===== src/adsr_pkg.sv =====
// Shared types, constants and the step-scaling function of the ADSR envelope generator.
package adsr_pkg;

    localparam int LEVEL_W   = 32;
    localparam int PHASE_W   = 3;
    localparam int CFG_ADDR_W = 3;
    localparam int FRAC_W    = 24;
    localparam int S_TDATA_W = 8;
    localparam int M_TDATA_W = 40;

    typedef logic [LEVEL_W-1:0] level_t;
    typedef logic [PHASE_W-1:0] phase_t;

    // Phase codes.
    localparam phase_t PH_LOW     = 3'd0;
    localparam phase_t PH_ATTACK  = 3'd1;
    localparam phase_t PH_DECAY   = 3'd2;
    localparam phase_t PH_SUSTAIN = 3'd3;
    localparam phase_t PH_RELEASE = 3'd4;

    // Configuration register indexes.
    localparam logic [CFG_ADDR_W-1:0] REG_ATTACK  = 3'd0;
    localparam logic [CFG_ADDR_W-1:0] REG_PEAK    = 3'd1;
    localparam logic [CFG_ADDR_W-1:0] REG_DECAY   = 3'd2;
    localparam logic [CFG_ADDR_W-1:0] REG_SUSTAIN = 3'd3;
    localparam logic [CFG_ADDR_W-1:0] REG_RELEASE = 3'd4;

    // Reset values, Q8.24.
    localparam level_t ATTACK_RST  = 32'd16777;
    localparam level_t PEAK_RST    = 32'd16777216;
    localparam level_t DECAY_RST   = 32'd8389;
    localparam level_t SUSTAIN_RST = 32'd8388608;
    localparam level_t RELEASE_RST = 32'd3355;

    // With the peak at 1.0 the reset steps equal the reset rates.
    localparam level_t ATTACK_STEP_RST  = ATTACK_RST;
    localparam level_t DECAY_STEP_RST   = DECAY_RST;
    localparam level_t RELEASE_STEP_RST = RELEASE_RST;

    typedef struct packed {
        phase_t phase;
        level_t level;
    } env_state_t;

    typedef struct packed {
        level_t attack_step;
        level_t decay_step;
        level_t release_step;
        level_t peak;
        level_t sustain;
    } env_cfg_t;

    // Per-tick step: rate times peak, shifted down to Q8.24, saturated to 32 bits.
    function automatic level_t scaled_step(input level_t rate, input level_t peak);
        logic [2*LEVEL_W-1:0] prod;
        prod = {{LEVEL_W{1'b0}}, rate} * {{LEVEL_W{1'b0}}, peak};
        if (|prod[2*LEVEL_W-1:LEVEL_W+FRAC_W]) begin
            scaled_step = {LEVEL_W{1'b1}};
        end else begin
            scaled_step = prod[LEVEL_W+FRAC_W-1:FRAC_W];
        end
    endfunction

endpackage


===== src/adsr_next.sv =====
// Next-state logic of the envelope for one update tick.
module adsr_next (
    input  adsr_pkg::env_state_t cur,
    input  adsr_pkg::env_cfg_t   cfg,
    input  logic                 gate,
    output adsr_pkg::env_state_t nxt
);
    import adsr_pkg::*;

    logic [LEVEL_W:0] rise_sum;
    logic             dec_under;
    level_t           dec_diff;
    logic             rel_under;
    level_t           rel_diff;

    always_comb begin
        rise_sum  = {1'b0, cur.level} + {1'b0, cfg.attack_step};
        dec_under = cfg.decay_step > cur.level;
        dec_diff  = cur.level - cfg.decay_step;
        rel_under = cfg.release_step > cur.level;
        rel_diff  = cur.level - cfg.release_step;
    end

    always_comb begin
        nxt = cur;
        case (cur.phase)
            PH_ATTACK: begin
                nxt.level = rise_sum[LEVEL_W] ? {LEVEL_W{1'b1}} : rise_sum[LEVEL_W-1:0];
                if (!gate) begin
                    nxt.phase = PH_RELEASE;
                end else if (nxt.level > cfg.peak) begin
                    nxt.level = cfg.peak;
                    nxt.phase = PH_DECAY;
                end
            end
            PH_DECAY: begin
                nxt.level = dec_under ? '0 : dec_diff;
                if (!gate) begin
                    nxt.phase = PH_RELEASE;
                end else if (dec_under || (dec_diff < cfg.sustain)) begin
                    nxt.level = cfg.sustain;
                    nxt.phase = PH_SUSTAIN;
                end
            end
            PH_SUSTAIN: begin
                nxt.level = cfg.sustain;
                nxt.phase = gate ? PH_SUSTAIN : PH_RELEASE;
            end
            PH_RELEASE: begin
                if (rel_under) begin
                    nxt.level = '0;
                    nxt.phase = PH_LOW;
                end else begin
                    nxt.level = rel_diff;
                end
            end
            default: begin
                nxt.level = '0;
                nxt.phase = gate ? PH_ATTACK : PH_LOW;
            end
        endcase
    end

endmodule


===== config.mk =====
export PLATFORM = sky130hd
export DESIGN_NAME = adsr_next
export DESIGN_NICKNAME = d
export VERILOG_FILES = /design/src/adsr_pkg.sv /design/src/adsr_next.sv
export SDC_FILE = /design/constraint.sdc
export NUM_CORES = 1
export LEC_CHECK = 0
export BUFFER_PORTS_ARGS = -buffer_cell sky130_fd_sc_hd__buf_4
export CORE_UTILIZATION = 31
export DETAILED_ROUTE_END_ITERATION = 12
export PLACE_DENSITY = 0.61
export SLEW_MARGIN = 10
export SYNTH_ARGS = -nofsm -noshare
export SYNTH_HDL_FRONTEND = slang
export SYNTH_SLANG_ARGS = --single-unit

===== constraint.sdc =====
create_clock -name vclk -period 19.31
set_input_delay 3.862 -clock vclk [all_inputs]
set_output_delay 3.862 -clock vclk [all_outputs]
set_load 0.01 [all_outputs]

Word-level counts from Yosys, hierarchy flattened
Cells that the tools add are included.
{ "word_totals": {"elab_cells": 25, "reg_bits": 0, "out_inout_bits": 35, "inputBits": 196} }
{ "op_classes": {"eq_ne": 4, "n_reduce_logical": 1, "order_cmp": 4, "add_sub_neg": 3, "n_mux": 13} }
{ "op_table": {"columns": ["op", "count"], "rows": [
  ["$mux 32", 5],
  ["$pmux 35 s4", 1],
  ["$gt 32x32->1", 3],
  ["$mux 35", 2],
  ["$sub 32x32->32", 2],
  ["$add 32x32->33", 1],
  ["$lt 32x32->1", 1],
  ["$mux 3", 4],
  ["$eq 3x2->1 const B", 2],
  ["$eq 3x1->1 const B", 1],
  ["$eq 3x3->1 const B", 1],
  ["$logic_or 1x1->1", 1],
  ["$mux 1", 1]
]} }

Depth between registers and ports, before layout
Gate-level depths: netlist of run 1.
{ "logic_depth": {"depth_word": 6, "mapped_depth": 24, "mapped_depth_nobuf": 22} }

Worst setup path after synthesis of run 1
No wires, ideal clock.
{ "synth_path": {"path_type": "input port to output port", "startpoint": "input cur[0] in the netlist's numbering", "endpoint": "output nxt[27] in the netlist's numbering", "path_stages": 22, "arrival_ps": 8021, "n_path_buf": 3, "path_slack_ps": 7427, "cell_sequence": "ha_1 fa_1 a21oi_1 o21ai_0 a31oi_1 o21bai_1 a21oi_1 o21ba_2 xor2_1 nand2_1 ha_1 a41o_1 a21oi_1 o21bai_1 a2111o_1 nand3_1 and3_1 clkbuf_1 buf_2 clkbuf_1 o21ai_0 o211ai_1"} }
{ "synth_rtl": {"columns": ["item", "line_no", "source"], "rows": [
  ["from (decl)", "adsr_next.sv:3", "input adsr_pkg::env_state_t cur,"],
  ["to (decl)", "adsr_next.sv:6", "output adsr_pkg::env_state_t nxt"]
]} }

==> metrics.md, run 1 <==
| Metric | Value |
|---|---|
| Width of the chip | `between 150 and 200 um` |
| Vias in the first global route | `roughly 9,900` |
| Portion of total power attributed to combinational logic | `1.000` |
| Class of the tightest hold or removal check | `in2out` |
| Fraction of layout instances using a drive strength above 1 | `0.183` |
| Clock network fraction of design power | `0` |
| Clock buffers | `0` |
| Sequential standard cell area | `0 sq um` |
| Final setup violation count | `0` |
| Initial antenna violation count | `0` |
| Proportion of netlist area held by the largest area contributor | `0.233` |
| Number of port buffers | `about 230` |
| Fmax | `73.8 MHz` |
| Non-filler instance count after layout | `approximately 1,800` |
| Most instantiated library cell after synthesis | `sky130_fd_sc_hd__ha_1` |
| Largest fanout on the critical path | `32` |
| Cells after DPL | `1,802` |
| Power density cells | `about 40 nW/um^2` |
| Worst Path Required | `15,450 ps` |
| Synthesized net count | `~1,600` |
| Chip height | `approximately 170 um` |
| Global-route wire length before repair | `56.1 mm` |
| CP Data Arrival Time | `~9700 ps` |
| Transition at the pin with the smallest max-transition slack | `a little under 900 ps` |
| Number of sequential cells in the layout | `0` |
| Worst Hold Margin | `roughly 8100 ps` |
| Max-capacitance violation count | `0` |
| Count of pins on the block boundary | `about 230` |
| Combined global-route utilization of all metal layers | `0.254` |
| Seq/Total Area, Yosys | `0` |
| Remaining antenna violation count after routing | `0` |
| Leading post-synthesis cells by instance count | `159 x sky130_fd_sc_hd__ha_1, 157 x sky130_fd_sc_hd__inv_1, 139 x sky130_fd_sc_hd__nand2_1, 126 x sky130_fd_sc_hd__a21oi_1, 67 x sky130_fd_sc_hd__nor2_1` |
| Net count of the finished layout | `1,821` |
| Post-DP HPWL | `32.6 mm` |
| Effective utilization at floorplan | `0.316` |
| Leakage power | `~5.3 nW` |
| Crit start category | `input pin` |
| Sum of overflow across all layers after global routing | `0` |
| Status | `complete, no violations` |
| Netlist area before placement | `between 8000 and 9000 sq um` |
| PostCTS Resize Cnt | `0` |
| Remaining max-slew budget at the tightest pin | `0.410` |
| Total power draw | `between 0.0004 and 0.0005 W` |
| Total wire length after detailed routing | `approximately 38 mm` |
| Synthesis Warnings | `0` |
| Distinct cell type count after synthesis | `80` |
| DRC | `0` |
| Internal power | `~0.00017 W` |
| Post-place setup slack | `~6000 ps` |
| Floorplan die area | `28,200 sq um` |
| Cell accounting for the most synthesized area | `sky130_fd_sc_hd__ha_1` |
| Final max-slew violation count | `0` |
| Post-Syn Area per Cell | `6.70 sq um` |
| DR vias | `between 10,000 and 15,000` |
| Final-layout setup total negative slack | `0 ps` |
| Number of DRC violations after detailed-routing iteration 0 | `slightly above 1,000` |
| Biggest area contributors in the synthesized netlist | `sky130_fd_sc_hd__ha_1 23%, sky130_fd_sc_hd__a21oi_1 7.4%, sky130_fd_sc_hd__inv_1 6.9%` |
| Switching power of the nets | `around 0.00025 W` |
| Number of hold-slack violations in the final timing report | `0` |
| Ant. Diodes | `0` |
| Endpoint type of the worst setup path | `primary output` |
| Num rows | `60` |
| Register share of total power | `0` |
| Fin crit period | `~14,000 ps` |
| Sw Share | `0.598` |
| Critical path start-end classification | `in2out` |
| Fin worst setup slack | `between 5000 and 6000 ps` |
| Core outline area | `around 27,000 sq um` |
| Largest net degree at the start of global routing | `33` |
| Final weighted congestion in routability-driven placement | `between 0.9 and 1` |
| Peak VDD IR | `~0.011 mV` |
| Setup repair after global routing missed its margin | `false` |
| Wire length per cell after detailed routing | `approximately 21 um` |
| Instance count of the mapped netlist | `roughly 1,300` |
| Number of setup buffers added after CTS | `0` |
| Final period util | `0.702` |
| Relative area change from synthesis to final layout | `23.5%` |
| Total of hold buffers inserted after clock tree synthesis | `0` |
| Detailed-router iteration count before antenna repair | `5` |
| DR vias/cell | `~5.8` |
[final cells by class]
cell class | count | area, sq um
fillers | 2923 | 16400
multi-input cells | 1066 | 7730
repair buffers | 237 | 1780
inverters | 158 | 593
well taps | 341 | 427
[final timing paths]
check                   start  endpoint  slack (ps)  depth (start not counted)
worst min-delay path  cur[34]   nxt[34]        8060                          3
worst max-delay path   cur[0]   nxt[14]        5760                         23
[cells by family (layout without fill, tap and decap cells)]
group,count (synthesis),after routing,share of synthesized area
adder cells (fa/ha/maj),162,162,0.240
multiplexers,21,21,0.0258
AO/OA/AOI/OAI,455,455,0.363
XOR/XNOR,78,78,0.0802
AND/OR/NAND/NOR,350,350,0.196
buffers and inverters,207,395,0.0938
[routing by layer]
layer | track usage | routed length [um] | vias to the layer above | part of all wire
met3 | 0.0205 | 2310 | 36 | 0.061
li1 | - | - | 5064 | -
met1 | 0.358 | 17600 | 4931 | 0.47
met4 | 0.0359 | 609 | 0 | 0.016
met2 | 0.429 | 17100 | 362 | 0.46
met5 | 0 | 0 | - | 0
[power groups by stage]
| stage | clock (W) | combinational [W] | sequential, W |
|---|---|---|---|
| after detailed placement | 0 | 0.000406 | 0 |
| after floorplan | 0 | 0.000258 | 0 |
| after CTS | 0 | 0.000408 | 0 |
| final | 0 | 0.000415 | 0 |
| after global routing | 0 | 0.000451 | 0 |
| after global placement | 0 | 0.000405 | 0 |
[critical path, stage by stage]
cell and delay (ps):
sky130_fd_sc_hd__buf_4 110, sky130_fd_sc_hd__ha_1 230, sky130_fd_sc_hd__fa_1 420, sky130_fd_sc_hd__a21oi_1 230, sky130_fd_sc_hd__o21ai_0 310, sky130_fd_sc_hd__nand4_1 280, sky130_fd_sc_hd__a2111oi_0 130, sky130_fd_sc_hd__nand2b_1 240
sky130_fd_sc_hd__nor2_2 100, sky130_fd_sc_hd__buf_4 370, sky130_fd_sc_hd__o21ai_0 300, sky130_fd_sc_hd__ha_1 370, sky130_fd_sc_hd__and3_1 160, sky130_fd_sc_hd__nand3_1 120, sky130_fd_sc_hd__nor4_2 380, sky130_fd_sc_hd__nand3_1 260
sky130_fd_sc_hd__o211ai_1 190, sky130_fd_sc_hd__nand2_1 370, sky130_fd_sc_hd__buf_4 370, sky130_fd_sc_hd__a22o_1 260, sky130_fd_sc_hd__a221o_1 270, sky130_fd_sc_hd__a21o_1 190, sky130_fd_sc_hd__buf_4 150
[layout by cell type, fill, tap and decap left out, types with 4 or more instances in the layout]
| cell type | count |
|---|---|
| sky130_fd_sc_hd__nand2_1 | 139 |
| sky130_fd_sc_hd__inv_1 | 157 |
| sky130_fd_sc_hd__o21a_1 | 16 |
| sky130_fd_sc_hd__o21bai_1 | 14 |
| sky130_fd_sc_hd__o221ai_1 | 5 |
| sky130_fd_sc_hd__nor2_1 | 67 |
| sky130_fd_sc_hd__xnor2_1 | 45 |
| sky130_fd_sc_hd__a21oi_1 | 126 |
| sky130_fd_sc_hd__nor2b_1 | 12 |
| sky130_fd_sc_hd__a22oi_1 | 9 |
| sky130_fd_sc_hd__and3_1 | 15 |
| sky130_fd_sc_hd__mux2_2 | 4 |
| sky130_fd_sc_hd__ha_1 | 159 |
| sky130_fd_sc_hd__nor4_1 | 4 |
| sky130_fd_sc_hd__o41ai_1 | 4 |
| sky130_fd_sc_hd__mux2_1 | 4 |
| sky130_fd_sc_hd__mux2i_1 | 13 |
| sky130_fd_sc_hd__nand3_1 | 28 |
| sky130_fd_sc_hd__nor3_1 | 15 |
| sky130_fd_sc_hd__nand2b_1 | 11 |
| sky130_fd_sc_hd__a222oi_1 | 24 |
| sky130_fd_sc_hd__o31ai_1 | 7 |
| sky130_fd_sc_hd__a21o_1 | 45 |
| sky130_fd_sc_hd__a221o_1 | 4 |
| sky130_fd_sc_hd__or3_1 | 7 |
| sky130_fd_sc_hd__o211ai_1 | 42 |
| sky130_fd_sc_hd__and2_1 | 10 |
| sky130_fd_sc_hd__buf_4 | 237 |
| sky130_fd_sc_hd__o21ai_0 | 58 |
| sky130_fd_sc_hd__a21bo_2 | 5 |
| sky130_fd_sc_hd__xor2_1 | 33 |
| sky130_fd_sc_hd__a31oi_1 | 10 |
| sky130_fd_sc_hd__o2111ai_1 | 7 |
| sky130_fd_sc_hd__a211oi_1 | 19 |
| sky130_fd_sc_hd__nand4_1 | 24 |
| sky130_fd_sc_hd__o21ai_1 | 14 |
| sky130_fd_sc_hd__a2111oi_0 | 5 |
[per-stage QoR]
| step | util | cell area (sq um) |
|---|---|---|
| 2_1_floorplan | - | 8520 |
| 5_1_grt | 0.391 | 10500 |
| 3_3_place_gp | 0.391 | 10500 |
| 6_report | 0.391 | 10500 |
| 3_5_place_dp | 0.391 | 10500 |
| 4_1_cts | 0.391 | 10500 |
Power figures use the tool's default switching activity.
==> run 2: changes to the inputs <==
- clock period: 19.31 -> 13.2 ns (I/O delays scaled with it)
==> metrics.md, run 2 (synthesis gave the netlist of run 1 again) <==
| Metric | Value |
|---|---|
| Ant. Diodes | `0 (unchanged)` |
| Largest net degree at the start of global routing | `25 (-24%)` |
| Width of the chip | `168 um (unchanged)` |
| Total wire length after detailed routing | `38.0 mm (+0.78%)` |
| Worst Path Required | `10,560 ps (-4890 ps)` |
| Endpoint type of the worst setup path | `primary output` |
| Number of setup buffers added after CTS | `0 (unchanged)` |
| Number of port buffers | `231 (unchanged)` |
| Vias in the first global route | `10,100 (+1.8%)` |
| Critical path start-end classification | `in2out` |
| Sum of overflow across all layers after global routing | `0 (unchanged)` |
| Num rows | `60 (unchanged)` |
| DR vias/cell | `5.77 (+0.12%)` |
| Final-layout setup total negative slack | `0 ps (unchanged)` |
| DR vias | `10,400 (+0.23%)` |
| Non-filler instance count after layout | `1,804 (+0.11%)` |
| Class of the tightest hold or removal check | `in2out` |
| Clock buffers | `0 (unchanged)` |
| Final setup violation count | `0 (unchanged)` |
| Remaining max-slew budget at the tightest pin | `0.232 (-0.178)` |
| Sequential standard cell area | `0 sq um (unchanged)` |
| Relative area change from synthesis to final layout | `23.7%` |
| Transition at the pin with the smallest max-transition slack | `1120 ps (+240 ps)` |
| Remaining antenna violation count after routing | `0 (unchanged)` |
| Status | `complete, no violations` |
| Global-route wire length before repair | `57.0 mm (+1.6%)` |
| Wire length per cell after detailed routing | `21.0 um (+0.67%)` |
| Post-Layout Inst Area | `10,500 sq um (+0.14%)` |
| Number of DRC violations after detailed-routing iteration 0 | `1,056 (+1.7%)` |
| Initial antenna violation count | `0 (unchanged)` |
| Total of hold buffers inserted after clock tree synthesis | `0 (unchanged)` |
| Count of pins on the block boundary | `231 (unchanged)` |
| Crit start category | `input pin` |
| Final max-slew violation count | `0 (unchanged)` |
| Largest fanout on the critical path | `20 (-38%)` |
| Total placed instance area | `10,500 sq um (+0.14%)` |
| Highest-count cells in the layout ignoring fill and taps | `239 x sky130_fd_sc_hd__buf_4, 159 x sky130_fd_sc_hd__ha_1, 157 x sky130_fd_sc_hd__inv_1` |
| Core outline area | `27,000 sq um (unchanged)` |
| Max-capacitance violation count | `0 (unchanged)` |
| CP Data Arrival Time | `8810 ps (-880 ps)` |
| Fin worst setup slack | `1750 ps (-4000 ps)` |
| Fin crit period | `11,450 ps` |
| Number of hold-slack violations in the final timing report | `0 (unchanged)` |
| Final weighted congestion in routability-driven placement | `0.957 (-1.9%)` |
| Total power draw | `0.000608 W (+47%)` |
| Fraction of layout instances using a drive strength above 1 | `0.184 (+0.00112)` |
| Most common cell after layout, fill and taps aside | `sky130_fd_sc_hd__buf_4` |
| PostCTS Resize Cnt | `0 (unchanged)` |
| Power density cells | `57.7 nW/um^2 (+46%)` |
| Effective utilization at floorplan | `0.316 (unchanged)` |
| Number of sequential cells in the layout | `0 (unchanged)` |
| Floorplan die area | `28,200 sq um (unchanged)` |
| Post-DP HPWL | `32.8 mm (+0.78%)` |
| DRC | `0 (unchanged)` |
| Leakage power | `5.29 nW (+0.20%)` |
| Fmax | `between 80 and 90 MHz` |
| Setup repair after global routing missed its margin | `false` |
| Peak VDD IR | `0.0185 mV (+67%)` |
| Post-place setup slack | `1890 ps (-3980 ps)` |
| Combined global-route utilization of all metal layers | `0.260 (+0.00527)` |
| Detailed-router iteration count before antenna repair | `6 (+1)` |
| Net count of the finished layout | `1,823 (+0.11%)` |
| Chip height | `168 um (unchanged)` |
| Final period util | `0.867` |
| Cells after DPL | `1,804 (+0.11%)` |
run 2: where the power goes:
| group | total [W] | leakage [nW] | switching [W] | internal, W |
|---|---|---|---|---|
| registers | 0 | 0 | 0 | 0 |
| logic | 0.000608 | 5.29 | 0.000363 | 0.000245 |
| clock network | 0 | 0 | 0 | 0 |
run 2: path summary, 6_finish.rpt:
kind                     from  endpoint  slack, ps  cells after the start
worst max-delay path   cur[0]   nxt[14]       1750                     23
worst min-delay path  cfg[19]   nxt[19]       5620                      4
run 2: layer usage:
metal	vias up	share of wire	global-route usage
met2	420	0.45	0.436
met1	4881	0.45	0.355
met5	-	0	0
met4	0	0.025	0.0578
li1	5070	-	-
met3	46	0.077	0.0291
run 2: worst max-delay path: stages:
cell,delay [ps]
sky130_fd_sc_hd__buf_4,110
sky130_fd_sc_hd__ha_1,240
sky130_fd_sc_hd__fa_1,430
sky130_fd_sc_hd__a21oi_1,250
sky130_fd_sc_hd__o21ai_0,330
sky130_fd_sc_hd__nand4_1,290
sky130_fd_sc_hd__a2111oi_0,120
sky130_fd_sc_hd__nand2b_1,240
sky130_fd_sc_hd__nor2_2,510
sky130_fd_sc_hd__buf_4,380
sky130_fd_sc_hd__nand2_1,120
sky130_fd_sc_hd__ha_1,310
sky130_fd_sc_hd__a21oi_1,150
sky130_fd_sc_hd__nor2_1,50
sky130_fd_sc_hd__a2111oi_0,490
sky130_fd_sc_hd__o31ai_1,240
sky130_fd_sc_hd__o211ai_1,270
sky130_fd_sc_hd__nand2_1,380
sky130_fd_sc_hd__buf_4,370
sky130_fd_sc_hd__a22o_1,260
sky130_fd_sc_hd__a221o_1,250
sky130_fd_sc_hd__a21o_1,190
sky130_fd_sc_hd__buf_4,150
run 2: stage by stage:
step / util / hold slack [ps]
global route: 0.391 / 5640
detailed placement: 0.391 / 5630
CTS: 0.391 / 5630
global placement: 0.391 / 5630
floorplan: - / 5370
finish: 0.391 / 5620
run 2: layout make-up:
class	count	area [sq um]
Tap cell	341	427
Inverter	158	593
Timing Repair Buffer	239	1790
Multi-Input combinational cell	1066	7730
Fill cell	2861	16400
